==> src/rtl/isdn_layer3_call_control_top_macros.svh <==
// assertion macros for the call control block
`ifndef ISDN_LAYER3_CALL_CONTROL_TOP_MACROS_SVH
`define ISDN_LAYER3_CALL_CONTROL_TOP_MACROS_SVH
`ifndef SYNTHESIS
`define L3_ASSERT_IMP(label, clk, rst_n, a, c, msg) \
    label: assert property (@(posedge clk) disable iff (!rst_n) (a) |-> (c)) else $error(msg);
`define L3_ASSERT_NXT(label, clk, rst_n, a, c, msg) \
    label: assert property (@(posedge clk) disable iff (!rst_n) (a) |=> (c)) else $error(msg);
`else
`define L3_ASSERT_IMP(label, clk, rst_n, a, c, msg)
`define L3_ASSERT_NXT(label, clk, rst_n, a, c, msg)
`endif
`endif

==> src/rtl/isdn_l3cc_pkg.sv <==
package isdn_l3cc_pkg;

    localparam logic [3:0] OP_TICK = 4'd0;
    localparam logic [3:0] OP_SETUP = 4'd1;
    localparam logic [3:0] OP_DISC = 4'd2;
    localparam logic [3:0] OP_REL = 4'd3;
    localparam logic [3:0] OP_LOST = 4'd4;
    localparam logic [3:0] OP_IGNORE = 4'd5;
    localparam logic [3:0] OP_REJECT = 4'd6;
    localparam logic [3:0] OP_ALERT = 4'd7;
    localparam logic [3:0] OP_ANSWER = 4'd8;
    localparam logic [3:0] OP_PEER = 4'd9;

    localparam logic [7:0] MT_ALERT = 8'h01;
    localparam logic [7:0] MT_PROC = 8'h02;
    localparam logic [7:0] MT_SETUP = 8'h05;
    localparam logic [7:0] MT_CONN = 8'h07;
    localparam logic [7:0] MT_SACK = 8'h0D;
    localparam logic [7:0] MT_CACK = 8'h0F;
    localparam logic [7:0] MT_DISC = 8'h45;
    localparam logic [7:0] MT_REL = 8'h4D;
    localparam logic [7:0] MT_RELC = 8'h5A;
    localparam logic [7:0] MT_STENQ = 8'h75;
    localparam logic [7:0] MT_STATUS = 8'h7D;
    localparam logic [7:0] PD_Q931 = 8'h08;

    localparam logic [2:0] TK_NONE = 3'd0;
    localparam logic [2:0] TK_T303 = 3'd1;
    localparam logic [2:0] TK_T304 = 3'd2;
    localparam logic [2:0] TK_T305 = 3'd3;
    localparam logic [2:0] TK_T308A = 3'd4;
    localparam logic [2:0] TK_T308B = 3'd5;
    localparam logic [2:0] TK_T310 = 3'd6;
    localparam logic [2:0] TK_T313 = 3'd7;

    localparam logic [3:0] IND_SETUP = 4'd0;
    localparam logic [3:0] IND_MORE = 4'd1;
    localparam logic [3:0] IND_PROC = 4'd2;
    localparam logic [3:0] IND_ALERT = 4'd3;
    localparam logic [3:0] IND_CONF = 4'd4;
    localparam logic [3:0] IND_COMPL = 4'd5;
    localparam logic [3:0] IND_DISC = 4'd6;
    localparam logic [3:0] IND_REL = 4'd7;
    localparam logic [3:0] IND_RELCONF = 4'd8;
    localparam logic [3:0] IND_NORESP = 4'd9;
    localparam logic [3:0] IND_SETUPERR = 4'd10;
    localparam logic [3:0] IND_CONNERR = 4'd11;
    localparam logic [3:0] IND_RELERR = 4'd12;

    localparam logic [2:0] REG_SETUP = 3'd0;
    localparam logic [2:0] REG_OVERLAP = 3'd1;
    localparam logic [2:0] REG_DISC = 3'd2;
    localparam logic [2:0] REG_REL = 3'd3;
    localparam logic [2:0] REG_PROC = 3'd4;
    localparam logic [2:0] REG_CACK = 3'd5;
    localparam logic [2:0] REG_RETRY = 3'd6;

    localparam logic [31:0] REL_STATES = 32'h000A_9D9F;
    localparam logic [31:0] DISC_REQ_STATES = 32'h0000_05DE;
    localparam logic [31:0] DISC_PEER_STATES = 32'h0000_059E;

    // one result word, before the state fields are added
    typedef struct packed {
        logic       kind;
        logic [7:0] msg;
        logic [7:0] cref;
        logic [7:0] cause;
        logic       cause_valid;
        logic [3:0] ind;
    } t_res;

    function automatic logic [2:0] svc_map(input logic [4:0] cap);
        logic [2:0] s;
        case (cap)
            5'h00, 5'h10: s = 3'd1;
            5'h08:        s = 3'd7;
            5'h09:        s = 3'd2;
            5'h11:        s = 3'd3;
            5'h18:        s = 3'd4;
            default:      s = 3'd0;
        endcase
        return s;
    endfunction

endpackage

==> src/rtl/isdn_layer3_call_control_top.sv <==
// channel     | dir | handshake        | payload
// s_axis      | in  | tvalid / tready  | tdata event word
// m_axis      | out | tvalid / tready  | tdata result word, tuser kind, tlast
// cfg         | in  | valid / ready    | index 3b, data 16b
// one event word is taken per cycle into an input register, unless a held
// word waits; the whole step is then worked out and loads up to two results
// into a small queue; an event that yields two results is sent as two output
// words, so the sustained rate is set by the output port
// reset is synchronous, active low, clearing state and control registers to defaults
// a stalled output holds the queue; input stalls while a held word waits on it
`include "isdn_layer3_call_control_top_macros.svh"
module isdn_layer3_call_control_top #(
    parameter int TIMER_BITS = 16
) (
    input  logic        i_clk,
    input  logic        i_rst_n,
    input  logic        s_axis_tvalid,
    output logic        s_axis_tready,
    // op[3:0] disc[11:4] mt[19:12] cref[26:20] cp[27] lp[28] loc[36:29]
    // cause[44:37] chp[45] choct[53:46] bp[54] boct[62:55], pad to 64
    input  logic [63:0] s_axis_tdata,
    output logic        m_axis_tvalid,
    input  logic        m_axis_tready,
    // msg[7:0] cref[15:8] cause[23:16] cv[24] loc[32:25] state[37:33]
    // ind[41:38] bch[43:42] svc[46:44], pad to 48
    output logic [47:0] m_axis_tdata,
    output logic        m_axis_tuser,  // kind
    output logic        m_axis_tlast,
    input  logic        i_cfg_valid,
    output logic        o_cfg_ready,
    input  logic [2:0]  i_cfg_index,
    input  logic [15:0] i_cfg_data
);
    localparam int TB = TIMER_BITS;

    // configuration
    logic [15:0] r_to [6];
    logic [2:0]  r_retries;

    // call state
    logic [4:0]    r_cs;
    logic [2:0]    r_tk;
    logic [TB-1:0] r_tl;
    logic [2:0]    r_rl;
    logic [7:0]    r_cref, r_cause, r_loc;
    logic          r_ck;
    logic [1:0]    r_bch;
    logic [2:0]    r_svc;

    // input register
    logic        r_iv;
    logic [62:0] r_in;

    // result queue, depth two, each entry a full output word
    logic [49:0] r_q [2];
    logic [1:0]  r_qn;
    logic        r_qh;

    assign o_cfg_ready = 1'b1;
    // accept only if the queue has room for the worst case of the held word
    wire step_go = r_iv && (r_qn == 2'd0 || (r_qn == 2'd1 && m_axis_tready));
    assign s_axis_tready = !r_iv || step_go;

    wire [3:0] op   = r_in[3:0];
    wire [7:0] pd   = r_in[11:4];
    wire [7:0] mt   = r_in[19:12];
    wire [6:0] icr  = r_in[26:20];
    wire       cp   = r_in[27];
    wire       lp   = r_in[28];
    wire [7:0] iloc = r_in[36:29];
    wire [7:0] icv  = r_in[44:37];
    wire       chp  = r_in[45];
    wire [7:0] choct = r_in[53:46];
    wire       bp   = r_in[54];
    wire [7:0] boct = r_in[62:55];

    function automatic logic [TB-1:0] sat(input logic [15:0] v);
        logic [TB-1:0] r;
        if (TB >= 16) r = TB'(v);
        else if ((v >> TB) != 16'd0) r = '1;
        else r = TB'(v);
        return r;
    endfunction

    logic [4:0] n_cs; logic [2:0] n_tk; logic [TB-1:0] n_tl; logic [2:0] n_rl;
    logic [7:0] n_cref, n_cause, n_loc; logic n_ck; logic [1:0] n_bch; logic [2:0] n_svc;
    isdn_l3cc_pkg::t_res res [2];
    logic [1:0] nres;

    always_comb begin
        logic [7:0] c;
        n_cs = r_cs; n_tk = r_tk; n_tl = r_tl; n_rl = r_rl; n_cref = r_cref;
        n_cause = r_cause; n_loc = r_loc; n_ck = r_ck; n_bch = r_bch; n_svc = r_svc;
        res[0] = '0; res[1] = '0; nres = 2'd0; c = '0;
        case (op)
            isdn_l3cc_pkg::OP_TICK: begin
                if (r_tk != isdn_l3cc_pkg::TK_NONE) begin
                    if (r_tl <= TB'(1)) begin
                        n_tk = isdn_l3cc_pkg::TK_NONE; n_tl = '0;
                        if (r_tk == isdn_l3cc_pkg::TK_T303 && r_cs == 5'd1) begin
                            if (r_rl != 3'd0) begin
                                n_rl = r_rl - 3'd1;
                                res[0] = '{1'b0, isdn_l3cc_pkg::MT_SETUP, r_cref, 8'd0,
                                           1'b0, 4'd0};
                                nres = 2'd1;
                                n_tk = isdn_l3cc_pkg::TK_T303;
                                n_tl = sat(r_to[isdn_l3cc_pkg::REG_SETUP]);
                            end else begin
                                n_cs = 5'd0;
                                res[0] = '{1'b1, 8'd0, 8'd0, r_ck ? r_cause : 8'd0, r_ck,
                                           isdn_l3cc_pkg::IND_NORESP};
                                nres = 2'd1; n_rl = r_retries;
                            end
                        end else if ((r_tk == isdn_l3cc_pkg::TK_T304 && r_cs == 5'd2) ||
                                     (r_tk == isdn_l3cc_pkg::TK_T310 && r_cs == 5'd3) ||
                                     (r_tk == isdn_l3cc_pkg::TK_T313 && r_cs == 5'd8)) begin
                            // timer-driven disconnect with cause 0xe6
                            n_cause = 8'hE6; n_ck = 1'b1;
                            res[0] = '{1'b0, isdn_l3cc_pkg::MT_DISC, r_cref, 8'hE6, 1'b1, 4'd0};
                            res[1] = '{1'b1, 8'd0, 8'd0, 8'hE6, 1'b1,
                                       (r_tk == isdn_l3cc_pkg::TK_T313) ?
                                       isdn_l3cc_pkg::IND_CONNERR : isdn_l3cc_pkg::IND_SETUPERR};
                            nres = 2'd2; n_cs = 5'd11;
                            n_tk = isdn_l3cc_pkg::TK_T305;
                            n_tl = sat(r_to[isdn_l3cc_pkg::REG_DISC]);
                        end else if (r_tk == isdn_l3cc_pkg::TK_T305 && r_cs == 5'd11) begin
                            c = (r_ck && r_cause != 8'd0) ? r_cause : 8'h90;
                            res[0] = '{1'b0, isdn_l3cc_pkg::MT_REL, r_cref, c, 1'b1, 4'd0};
                            nres = 2'd1; n_cs = 5'd19;
                            n_tk = isdn_l3cc_pkg::TK_T308A;
                            n_tl = sat(r_to[isdn_l3cc_pkg::REG_REL]);
                        end else if (r_tk == isdn_l3cc_pkg::TK_T308A && r_cs == 5'd19) begin
                            res[0] = '{1'b0, isdn_l3cc_pkg::MT_REL, r_cref, 8'd0, 1'b0, 4'd0};
                            nres = 2'd1;
                            n_tk = isdn_l3cc_pkg::TK_T308B;
                            n_tl = sat(r_to[isdn_l3cc_pkg::REG_REL]);
                        end else if (r_tk == isdn_l3cc_pkg::TK_T308B && r_cs == 5'd19) begin
                            n_cs = 5'd0;
                            res[0] = '{1'b1, 8'd0, 8'd0, r_ck ? r_cause : 8'd0, r_ck,
                                       isdn_l3cc_pkg::IND_RELERR};
                            nres = 2'd1;
                        end
                    end else begin
                        n_tl = r_tl - TB'(1);
                    end
                end
            end
            isdn_l3cc_pkg::OP_SETUP: begin
                if (r_cs == 5'd0) begin
                    n_cref = {1'b0, icr};
                    res[0] = '{1'b0, isdn_l3cc_pkg::MT_SETUP, {1'b0, icr}, 8'd0, 1'b0, 4'd0};
                    nres = 2'd1; n_cs = 5'd1;
                    n_tk = isdn_l3cc_pkg::TK_T303;
                    n_tl = sat(r_to[isdn_l3cc_pkg::REG_SETUP]);
                end
            end
            isdn_l3cc_pkg::OP_DISC: begin
                if (isdn_l3cc_pkg::DISC_REQ_STATES[r_cs]) begin
                    n_cause = icv; n_ck = 1'b1;
                    c = ((icv != 8'd0) ? icv : 8'h10) | 8'h80;
                    res[0] = '{1'b0, isdn_l3cc_pkg::MT_DISC, r_cref, c, 1'b1, 4'd0};
                    nres = 2'd1; n_cs = 5'd11;
                    n_tk = isdn_l3cc_pkg::TK_T305;
                    n_tl = sat(r_to[isdn_l3cc_pkg::REG_DISC]);
                end
            end
            isdn_l3cc_pkg::OP_REL: begin
                if (r_cs == 5'd12) begin
                    n_cs = 5'd19;
                    res[0] = '{1'b0, isdn_l3cc_pkg::MT_REL, r_cref, 8'd0, 1'b0, 4'd0};
                    nres = 2'd1;
                    n_tk = isdn_l3cc_pkg::TK_T308A;
                    n_tl = sat(r_to[isdn_l3cc_pkg::REG_REL]);
                end
            end
            isdn_l3cc_pkg::OP_LOST: begin
                n_tk = isdn_l3cc_pkg::TK_NONE; n_tl = '0; n_cs = 5'd0;
            end
            isdn_l3cc_pkg::OP_IGNORE: begin
                if (r_cs == 5'd6) begin
                    n_tk = isdn_l3cc_pkg::TK_NONE; n_tl = '0; n_cs = 5'd0;
                end
            end
            isdn_l3cc_pkg::OP_REJECT: begin
                if (r_cs == 5'd6) begin
                    n_cause = icv; n_ck = 1'b1;
                    c = (icv != 8'd0) ? icv : 8'h95;
                    res[0] = '{1'b0, isdn_l3cc_pkg::MT_RELC, r_cref, c, 1'b1, 4'd0};
                    res[1] = '{1'b1, 8'd0, 8'd0, icv, 1'b1, isdn_l3cc_pkg::IND_REL};
                    nres = 2'd2; n_cs = 5'd0;
                end
            end
            isdn_l3cc_pkg::OP_ALERT: begin
                if (r_cs == 5'd6) begin
                    n_cs = 5'd7;
                    res[0] = '{1'b0, isdn_l3cc_pkg::MT_ALERT, r_cref, 8'd0, 1'b0, 4'd0};
                    nres = 2'd1;
                end
            end
            isdn_l3cc_pkg::OP_ANSWER: begin
                if (r_cs == 5'd6 || r_cs == 5'd7) begin
                    n_cs = 5'd8;
                    res[0] = '{1'b0, isdn_l3cc_pkg::MT_CONN, r_cref, 8'd0, 1'b0, 4'd0};
                    nres = 2'd1;
                    n_tk = isdn_l3cc_pkg::TK_T313;
                    n_tl = sat(r_to[isdn_l3cc_pkg::REG_CACK]);
                end
            end
            isdn_l3cc_pkg::OP_PEER: begin
                if (pd == isdn_l3cc_pkg::PD_Q931) begin
                    if (mt == isdn_l3cc_pkg::MT_STENQ) begin
                        res[0] = '{1'b0, isdn_l3cc_pkg::MT_STATUS, r_cref, 8'h9E, 1'b1, 4'd0};
                        nres = 2'd1;
                    end else if (mt == isdn_l3cc_pkg::MT_SETUP &&
                                 (r_cs == 5'd0 || r_cs == 5'd6)) begin
                        n_cref = 8'h80 + {1'b0, icr};
                        if (bp) n_svc = isdn_l3cc_pkg::svc_map(boct[4:0]);
                        if (chp) n_bch = choct[1:0];
                        if (chp && choct[1:0] != 2'd0) begin
                            n_cs = 5'd6;
                            res[0] = '{1'b1, 8'd0, 8'd0, r_ck ? r_cause : 8'd0, r_ck,
                                       isdn_l3cc_pkg::IND_SETUP};
                            nres = 2'd1;
                        end
                    end else if (mt == isdn_l3cc_pkg::MT_PROC &&
                                 (r_cs == 5'd1 || r_cs == 5'd2)) begin
                        if (chp) n_bch = choct[1:0];
                        n_cs = 5'd3;
                        n_tk = isdn_l3cc_pkg::TK_T310;
                        n_tl = sat(r_to[isdn_l3cc_pkg::REG_PROC]);
                        res[0] = '{1'b1, 8'd0, 8'd0, r_ck ? r_cause : 8'd0, r_ck,
                                   isdn_l3cc_pkg::IND_PROC};
                        nres = 2'd1;
                    end else if (mt == isdn_l3cc_pkg::MT_SACK && r_cs == 5'd1) begin
                        if (chp) n_bch = choct[1:0];
                        n_cs = 5'd2;
                        n_tk = isdn_l3cc_pkg::TK_T304;
                        n_tl = sat(r_to[isdn_l3cc_pkg::REG_OVERLAP]);
                        res[0] = '{1'b1, 8'd0, 8'd0, r_ck ? r_cause : 8'd0, r_ck,
                                   isdn_l3cc_pkg::IND_MORE};
                        nres = 2'd1;
                    end else if (mt == isdn_l3cc_pkg::MT_ALERT &&
                                 (r_cs == 5'd1 || r_cs == 5'd2 || r_cs == 5'd3)) begin
                        n_tk = isdn_l3cc_pkg::TK_NONE; n_tl = '0; n_cs = 5'd4;
                        res[0] = '{1'b1, 8'd0, 8'd0, r_ck ? r_cause : 8'd0, r_ck,
                                   isdn_l3cc_pkg::IND_ALERT};
                        nres = 2'd1;
                    end else if ((mt == isdn_l3cc_pkg::MT_RELC || mt == isdn_l3cc_pkg::MT_REL)
                                 && isdn_l3cc_pkg::REL_STATES[r_cs]) begin
                        if (mt == isdn_l3cc_pkg::MT_RELC) n_loc = 8'd0;
                        if (cp) begin
                            if (lp) n_loc = iloc;
                            n_cause = {1'b0, icv[6:0]}; n_ck = 1'b1;
                        end else begin
                            n_ck = 1'b0;
                        end
                        n_tk = isdn_l3cc_pkg::TK_NONE; n_tl = '0; n_cs = 5'd0;
                        if (mt == isdn_l3cc_pkg::MT_REL) begin
                            res[0] = '{1'b0, isdn_l3cc_pkg::MT_RELC, r_cref, 8'd0, 1'b0, 4'd0};
                            res[1] = '{1'b1, 8'd0, 8'd0, cp ? {1'b0, icv[6:0]} : 8'd0, cp,
                                       isdn_l3cc_pkg::IND_REL};
                            nres = 2'd2;
                        end else begin
                            res[0] = '{1'b1, 8'd0, 8'd0, cp ? {1'b0, icv[6:0]} : 8'd0, cp,
                                       isdn_l3cc_pkg::IND_RELCONF};
                            nres = 2'd1;
                        end
                    end else if (mt == isdn_l3cc_pkg::MT_DISC &&
                                 isdn_l3cc_pkg::DISC_PEER_STATES[r_cs]) begin
                        n_tk = isdn_l3cc_pkg::TK_NONE; n_tl = '0;
                        n_loc = (cp && lp) ? iloc : 8'd0;
                        if (cp) begin
                            n_cause = {1'b0, icv[6:0]}; n_ck = 1'b1;
                        end else begin
                            n_ck = 1'b0;
                        end
                        n_cs = 5'd12;
                        res[0] = '{1'b1, 8'd0, 8'd0, cp ? {1'b0, icv[6:0]} : 8'd0, cp,
                                   isdn_l3cc_pkg::IND_DISC};
                        nres = 2'd1;
                    end else if (mt == isdn_l3cc_pkg::MT_CONN && (r_cs == 5'd1 ||
                                 r_cs == 5'd2 || r_cs == 5'd3 || r_cs == 5'd4)) begin
                        n_tk = isdn_l3cc_pkg::TK_NONE; n_tl = '0; n_cs = 5'd10;
                        res[0] = '{1'b1, 8'd0, 8'd0, r_ck ? r_cause : 8'd0, r_ck,
                                   isdn_l3cc_pkg::IND_CONF};
                        nres = 2'd1;
                    end else if (mt == isdn_l3cc_pkg::MT_CACK && r_cs == 5'd8) begin
                        n_tk = isdn_l3cc_pkg::TK_NONE; n_tl = '0; n_cs = 5'd10;
                        res[0] = '{1'b1, 8'd0, 8'd0, r_ck ? r_cause : 8'd0, r_ck,
                                   isdn_l3cc_pkg::IND_COMPL};
                        nres = 2'd1;
                    end
                end
            end
            default: ;
        endcase
    end

    // full output word: {last, kind, tdata}
    function automatic logic [49:0] pack(input isdn_l3cc_pkg::t_res r, input logic l,
                                         input logic [7:0] lo, input logic [4:0] s,
                                         input logic [1:0] b, input logic [2:0] v);
        return {l, r.kind, 1'b0, v, b, r.ind, s, lo, r.cause_valid, r.cause, r.cref, r.msg};
    endfunction

    wire pop = m_axis_tvalid && m_axis_tready;

    always_ff @(posedge i_clk) begin
        if (!i_rst_n) begin
            r_to[0] <= 16'd4000; r_to[1] <= 16'd30000; r_to[2] <= 16'd30000;
            r_to[3] <= 16'd4000; r_to[4] <= 16'd30000; r_to[5] <= 16'd4000;
            r_retries <= 3'd1;
            r_cs <= '0; r_tk <= isdn_l3cc_pkg::TK_NONE; r_tl <= '0; r_rl <= 3'd1;
            r_cref <= '0; r_cause <= '0; r_ck <= 1'b0; r_loc <= '0;
            r_bch <= '0; r_svc <= '0;
            r_iv <= 1'b0; r_qn <= '0; r_qh <= 1'b0;
        end else begin
            if (s_axis_tvalid && s_axis_tready) begin
                r_iv <= 1'b1; r_in <= s_axis_tdata[62:0];
            end else if (step_go) begin
                r_iv <= 1'b0;
            end
            if (step_go) begin
                r_cs <= n_cs; r_tk <= n_tk; r_tl <= n_tl; r_rl <= n_rl; r_cref <= n_cref;
                r_cause <= n_cause; r_ck <= n_ck; r_loc <= n_loc;
                r_bch <= n_bch; r_svc <= n_svc;
            end
            // queue: at step_go either empty, or one entry being popped now
            if (step_go) begin
                r_q[0] <= pack(res[0], nres == 2'd1, n_loc, n_cs, n_bch, n_svc);
                r_q[1] <= pack(res[1], 1'b1, n_loc, n_cs, n_bch, n_svc);
                r_qn <= nres; r_qh <= 1'b0;
            end else if (pop) begin
                r_qn <= r_qn - 2'd1; r_qh <= 1'b1;
            end
            if (i_cfg_valid) begin
                case (i_cfg_index)
                    isdn_l3cc_pkg::REG_SETUP, isdn_l3cc_pkg::REG_OVERLAP,
                    isdn_l3cc_pkg::REG_DISC, isdn_l3cc_pkg::REG_REL,
                    isdn_l3cc_pkg::REG_PROC, isdn_l3cc_pkg::REG_CACK:
                        r_to[i_cfg_index] <= i_cfg_data;
                    isdn_l3cc_pkg::REG_RETRY: begin
                        r_retries <= i_cfg_data[2:0]; r_rl <= i_cfg_data[2:0];
                    end
                    default: ;
                endcase
            end
        end
    end

    assign m_axis_tvalid = (r_qn != 2'd0);
    assign m_axis_tdata  = r_q[r_qh][47:0];
    assign m_axis_tuser  = r_q[r_qh][48];
    assign m_axis_tlast  = r_q[r_qh][49];

    `L3_ASSERT_IMP(a_qn_range, i_clk, i_rst_n, 1'b1, r_qn != 2'd3, "queue count out of range")
    `L3_ASSERT_IMP(a_no_timer_idle, i_clk, i_rst_n, r_tk == isdn_l3cc_pkg::TK_NONE,
        r_tl == '0, "timer count without a timer")
    `L3_ASSERT_IMP(a_step_room, i_clk, i_rst_n, step_go, r_qn == 2'd0 || pop,
        "step with queue occupied")
    `L3_ASSERT_NXT(a_second_last, i_clk, i_rst_n, pop && r_qn == 2'd2 && !step_go,
        m_axis_tlast, "second result not marked last")
endmodule
==> config.mk <==
export PLATFORM = sky130hd
export DESIGN_NAME = isdn_layer3_call_control_top
export DESIGN_NICKNAME = d
export VERILOG_FILES = /design/src/rtl/isdn_l3cc_pkg.sv /design/src/rtl/isdn_layer3_call_control_top.sv
export VERILOG_INCLUDE_DIRS = /design/src /design/src/rtl
export SDC_FILE = /design/constraint.sdc
export NUM_CORES = 1
export LEC_CHECK = 0
export CORE_AREA = 2 2 219 221
export DETAILED_ROUTE_END_ITERATION = 12
export DIE_AREA = 0 0 221 223
export DONT_BUFFER_PORTS = 1
export MAX_ROUTING_LAYER = met4
export PLACE_DENSITY = 0.47
export SLEW_MARGIN = 25
export SYNTH_ARGS = -nofsm -noshare
export SYNTH_HDL_FRONTEND = slang
export SYNTH_SLANG_ARGS = --single-unit
==> constraint.sdc <==
create_clock -name i_clk -period 8 [get_ports i_clk]
set_clock_uncertainty 0.1 [all_clocks]
set_input_delay 1.2 -clock i_clk [delete_from_list [all_inputs] [get_ports i_clk]]
set_output_delay 1.2 -clock i_clk [all_outputs]
set_load 0.05 [all_outputs]
==> flow_summary_export.csv <==
group,metric,value,unit
yosys,yosysWarnings,0,
clock_tree,clk_pin_slew,50,ps
power,p_clk_frac,0.417,
yosys,async_reset_ff_frac,0,
timing,finalCritPeriodShare,0.533,
yosys,synth_edf_count,211,
critical_path,path_class,"reg -> reg",
critical_path,cp_common_cell,"or3_1",
critical_path,max_stage_delay,830,ps
power,power_switching,0.00101,W
cells_and_area,final_cell_area,15600,sq um
timing,worst_slew_pin_slew,1080,ps
yosys,synth_area_leader_cell,"edfxtp_1",
yosys,synth.top_cell.area_share,0.456,
critical_path,start_kind,"flip-flop",
clock_tree,cts_max_path_buffers,3,
yosys,synth_top_family_by_area,"simple AND/OR/NAND/NOR gates",
die,core,47100,sq um
power,seq_power_share,0.458,
clock_tree,htree_levels,2,
route,via_per_inst,5.35,
route,wire_per_inst,22.7,um
clock_tree,cts_sinks,279,
place,placed_area,14500,sq um
global_routing,grt_pass1_vias,10200,
critical_path,critical_path.slowest_cell,"nor2_2",
yosys,synth_seq_cells,279,
critical_path,arrival,4600,ps
route,drt_iter0_markers,751,
clock_tree,clk_latency,540,ps
worst_hold_path,min_from,"r_bch[0]",
clock_tree,post_cts_buffers,0,
cells_and_area,seq_area,7700,sq um
yosys,synthDistinctLibCells,99,
power,vdd_drop_max,0.185,mV
status,status,"completed",
critical_path,crit_path_start,"r_cs[3]",
clock_tree,holdBufCountCts,0,
yosys,synthSimpleGateAreaFrac,0.204,
route,wl,44.0,mm
place,dp.final_hpwl,30.6,mm
power,swShare,0.272,
die,ios,141,
route,num_vias,10400,
flow_run,cap_violations,0,
clock_tree,cts-root-buf,"clkbuf_16",
global_routing,grt_max_degree,48,
cells_and_area,drive_gt1_frac,0.103,
power,p_leak,5.56,nW
die,die_h,223,um
route,route.antenna.remaining_nets,0,
yosys,post-synth-top-count-cell,"edfxtp_1",
route,drcViolationCount,0,
power,power_density,238,nW/um^2
clock_tree,cts_made_buffers,35,
yosys,yosysSeqAreaShare,0.554,
yosys,synthMuxAreaShare,0.0287,
critical_path,worstPathCellList,"or3_1, or3_1, nor2_2, o31a_1, o32ai_1, nand4_1, o211ai_1, ha_1, or2_0, a311oi_1",
timing,slew_viol_final,0,
place,port_buffers,0,
timing,period_minus_slack,4260,ps
global_routing,grt_pass1_wl,65.8,mm
cells_and_area,multi_input_area,5720,sq um
timing,rsz0062_at_grt,"false",
cells_and_area,syn_to_final_growth,12.5,%
power,p_int,0.00271,W
yosys,yosys-top-cells-count,"211 x edfxtp_1, 167 x nand2_1, 140 x nor2_1",
critical_path,timing.rr.start,"r_cs[3]",
yosys,synthAdderAreaFrac,0.00721,
cells_and_area,antennaDiodeCount,0,
power,combPwrFrac,0.125,
route,first_pass_iters,6,
timing,finalSetupViolations,0,
die,dieArea,49300,sq um
timing,slew-limit-headroom,0.279,
yosys,synth_xor_area_frac,0.00937,
timing,max_freq,235,MHz
global_routing,antenna_found_initial,0,
yosys,syn_area,13900,sq um
yosys,syn_area_per_cell,10.4,sq um
timing,tns,0,ps
yosys,yosys-top-cells-area,"edfxtp_1 46%, dfxtp_1 9.8%, nand2_1 4.5%",
die,die_w,221,um
cells_and_area,finalNetCount,1395,
die,initial_core_util,0.295,
yosys,synth_compound_area_frac,0.156,
critical_path,worst-path-buf-inv,0,
worst_hold_path,holdCritPathClass,"reg -> reg",
critical_path,worstSetupEndpointType,"flip-flop",
cells_and_area,fill_cells,4793,
clock_tree,cts_resized,0,
timing,finalHoldViolations,0,
yosys,ys.flop_type,"edfxtp_1",
clock_tree,cts_tree,"done",
global_routing,track_usage,0.181,
global_routing,overflow,0,
critical_path,cp_top_family,"simple AND/OR/NAND/NOR gates",
critical_path,worst-path-max-fanout,20,
yosys,synthCells,1335,
critical_path,crit_required,8340,ps
die,fp-row-count,80,
place,place_congestion,0.966,
metal layers:
metal  track usage  vias to the layer above  part of all wire
met5             -                        -                 0
met4        0.0608                        0             0.030
met3        0.0338                       83             0.047
met2         0.298                      313              0.49
met1         0.224                     5093              0.43
li1              -                     4894                 -
power groups by stage:
stage	logic [W]	clock network [W]	registers, W
after floorplan	0.000374	0	0.00170
after global placement	0.000464	0	0.00173
after detailed placement	0.000466	0	0.00174
after CTS	0.000468	0.00161	0.00171
after global routing	0.000512	0.00166	0.00172
final	0.000465	0.00155	0.00171
cells in the final DEF, fill, tap and decap left out, drive strengths merged, types with 14 or more instances in the layout:
| cell type | instances |
|---|---|
| inv | 41 |
| nand4 | 16 |
| edfxtp | 211 |
| and2 | 16 |
| nor2b | 34 |
| and3 | 15 |
| a221oi | 14 |
| nor4 | 16 |
| clkbuf | 47 |
| a22oi | 24 |
| nand3 | 34 |
| mux2 | 15 |
| dfxtp | 68 |
| mux2i | 23 |
| a22o | 31 |
| nand2b | 19 |
| nand2 | 168 |
| nor3 | 25 |
| buf | 22 |
| a21oi | 64 |
| o21ai | 50 |
| a211oi | 29 |
| nor2 | 141 |
| a31oi | 15 |
final timing paths:
| check | end | slack (ps) | cells after the start |
|---|---|---|---|
| worst min-delay path | r_bch[0] | 350 | 2 |
| worst min register to register | r_bch[0] | 350 | 2 |
| worst max-delay path | flip-flop | 3740 | 10 |
| worst max register to register | flip-flop | 3740 | 10 |
worst min-delay path: stages (launching register included):
cell and delay [ps]:
dfxtp_1 300, nand2_1 50, a21oi_1 50
through the flow:
step	cells	utilization	hold WS, ps	setup WS, ps	power, W
after CTS	1939	0.331	351	3780	0.00378
after detailed placement	1876	0.307	343	3810	0.00220
final	1940	0.331	350	3740	0.00373
after floorplan	1336	-	323	2850	0.00207
after global placement	1876	0.307	338	3790	0.00220
after global routing	1940	0.331	370	3540	0.00389
final cells by class:
cell class,count,area share
clock buffers,47,0.0636
clock inverters,16,0.00825
inverters,40,0.00961
multi-input cells,921,0.366
flip-flops and latches,279,0.493
well taps,615,0.0492
repair buffers,22,0.0110
kinds of logic after synthesis:
kind of cell	count (synthesis)
xor gates and xnor gates	14
other	2
adders and majority gates	8
AOI/OAI and AO/OA	305
muxes	38
buffers and inverters	136
and+or+nand+nor	553
DFF	279
registers in the layout (all words and copies together) (netlist names), 3 cells and up, named ones only:
name,cells
r_to,96
r_q,61
r_in,54
r_tl,16
r_cause,8
r_cref,8
r_loc,8
r_cs,5
r_retries,3
r_rl,3
r_svc,3
r_tk,3
Power figures use the tool's default switching activity.
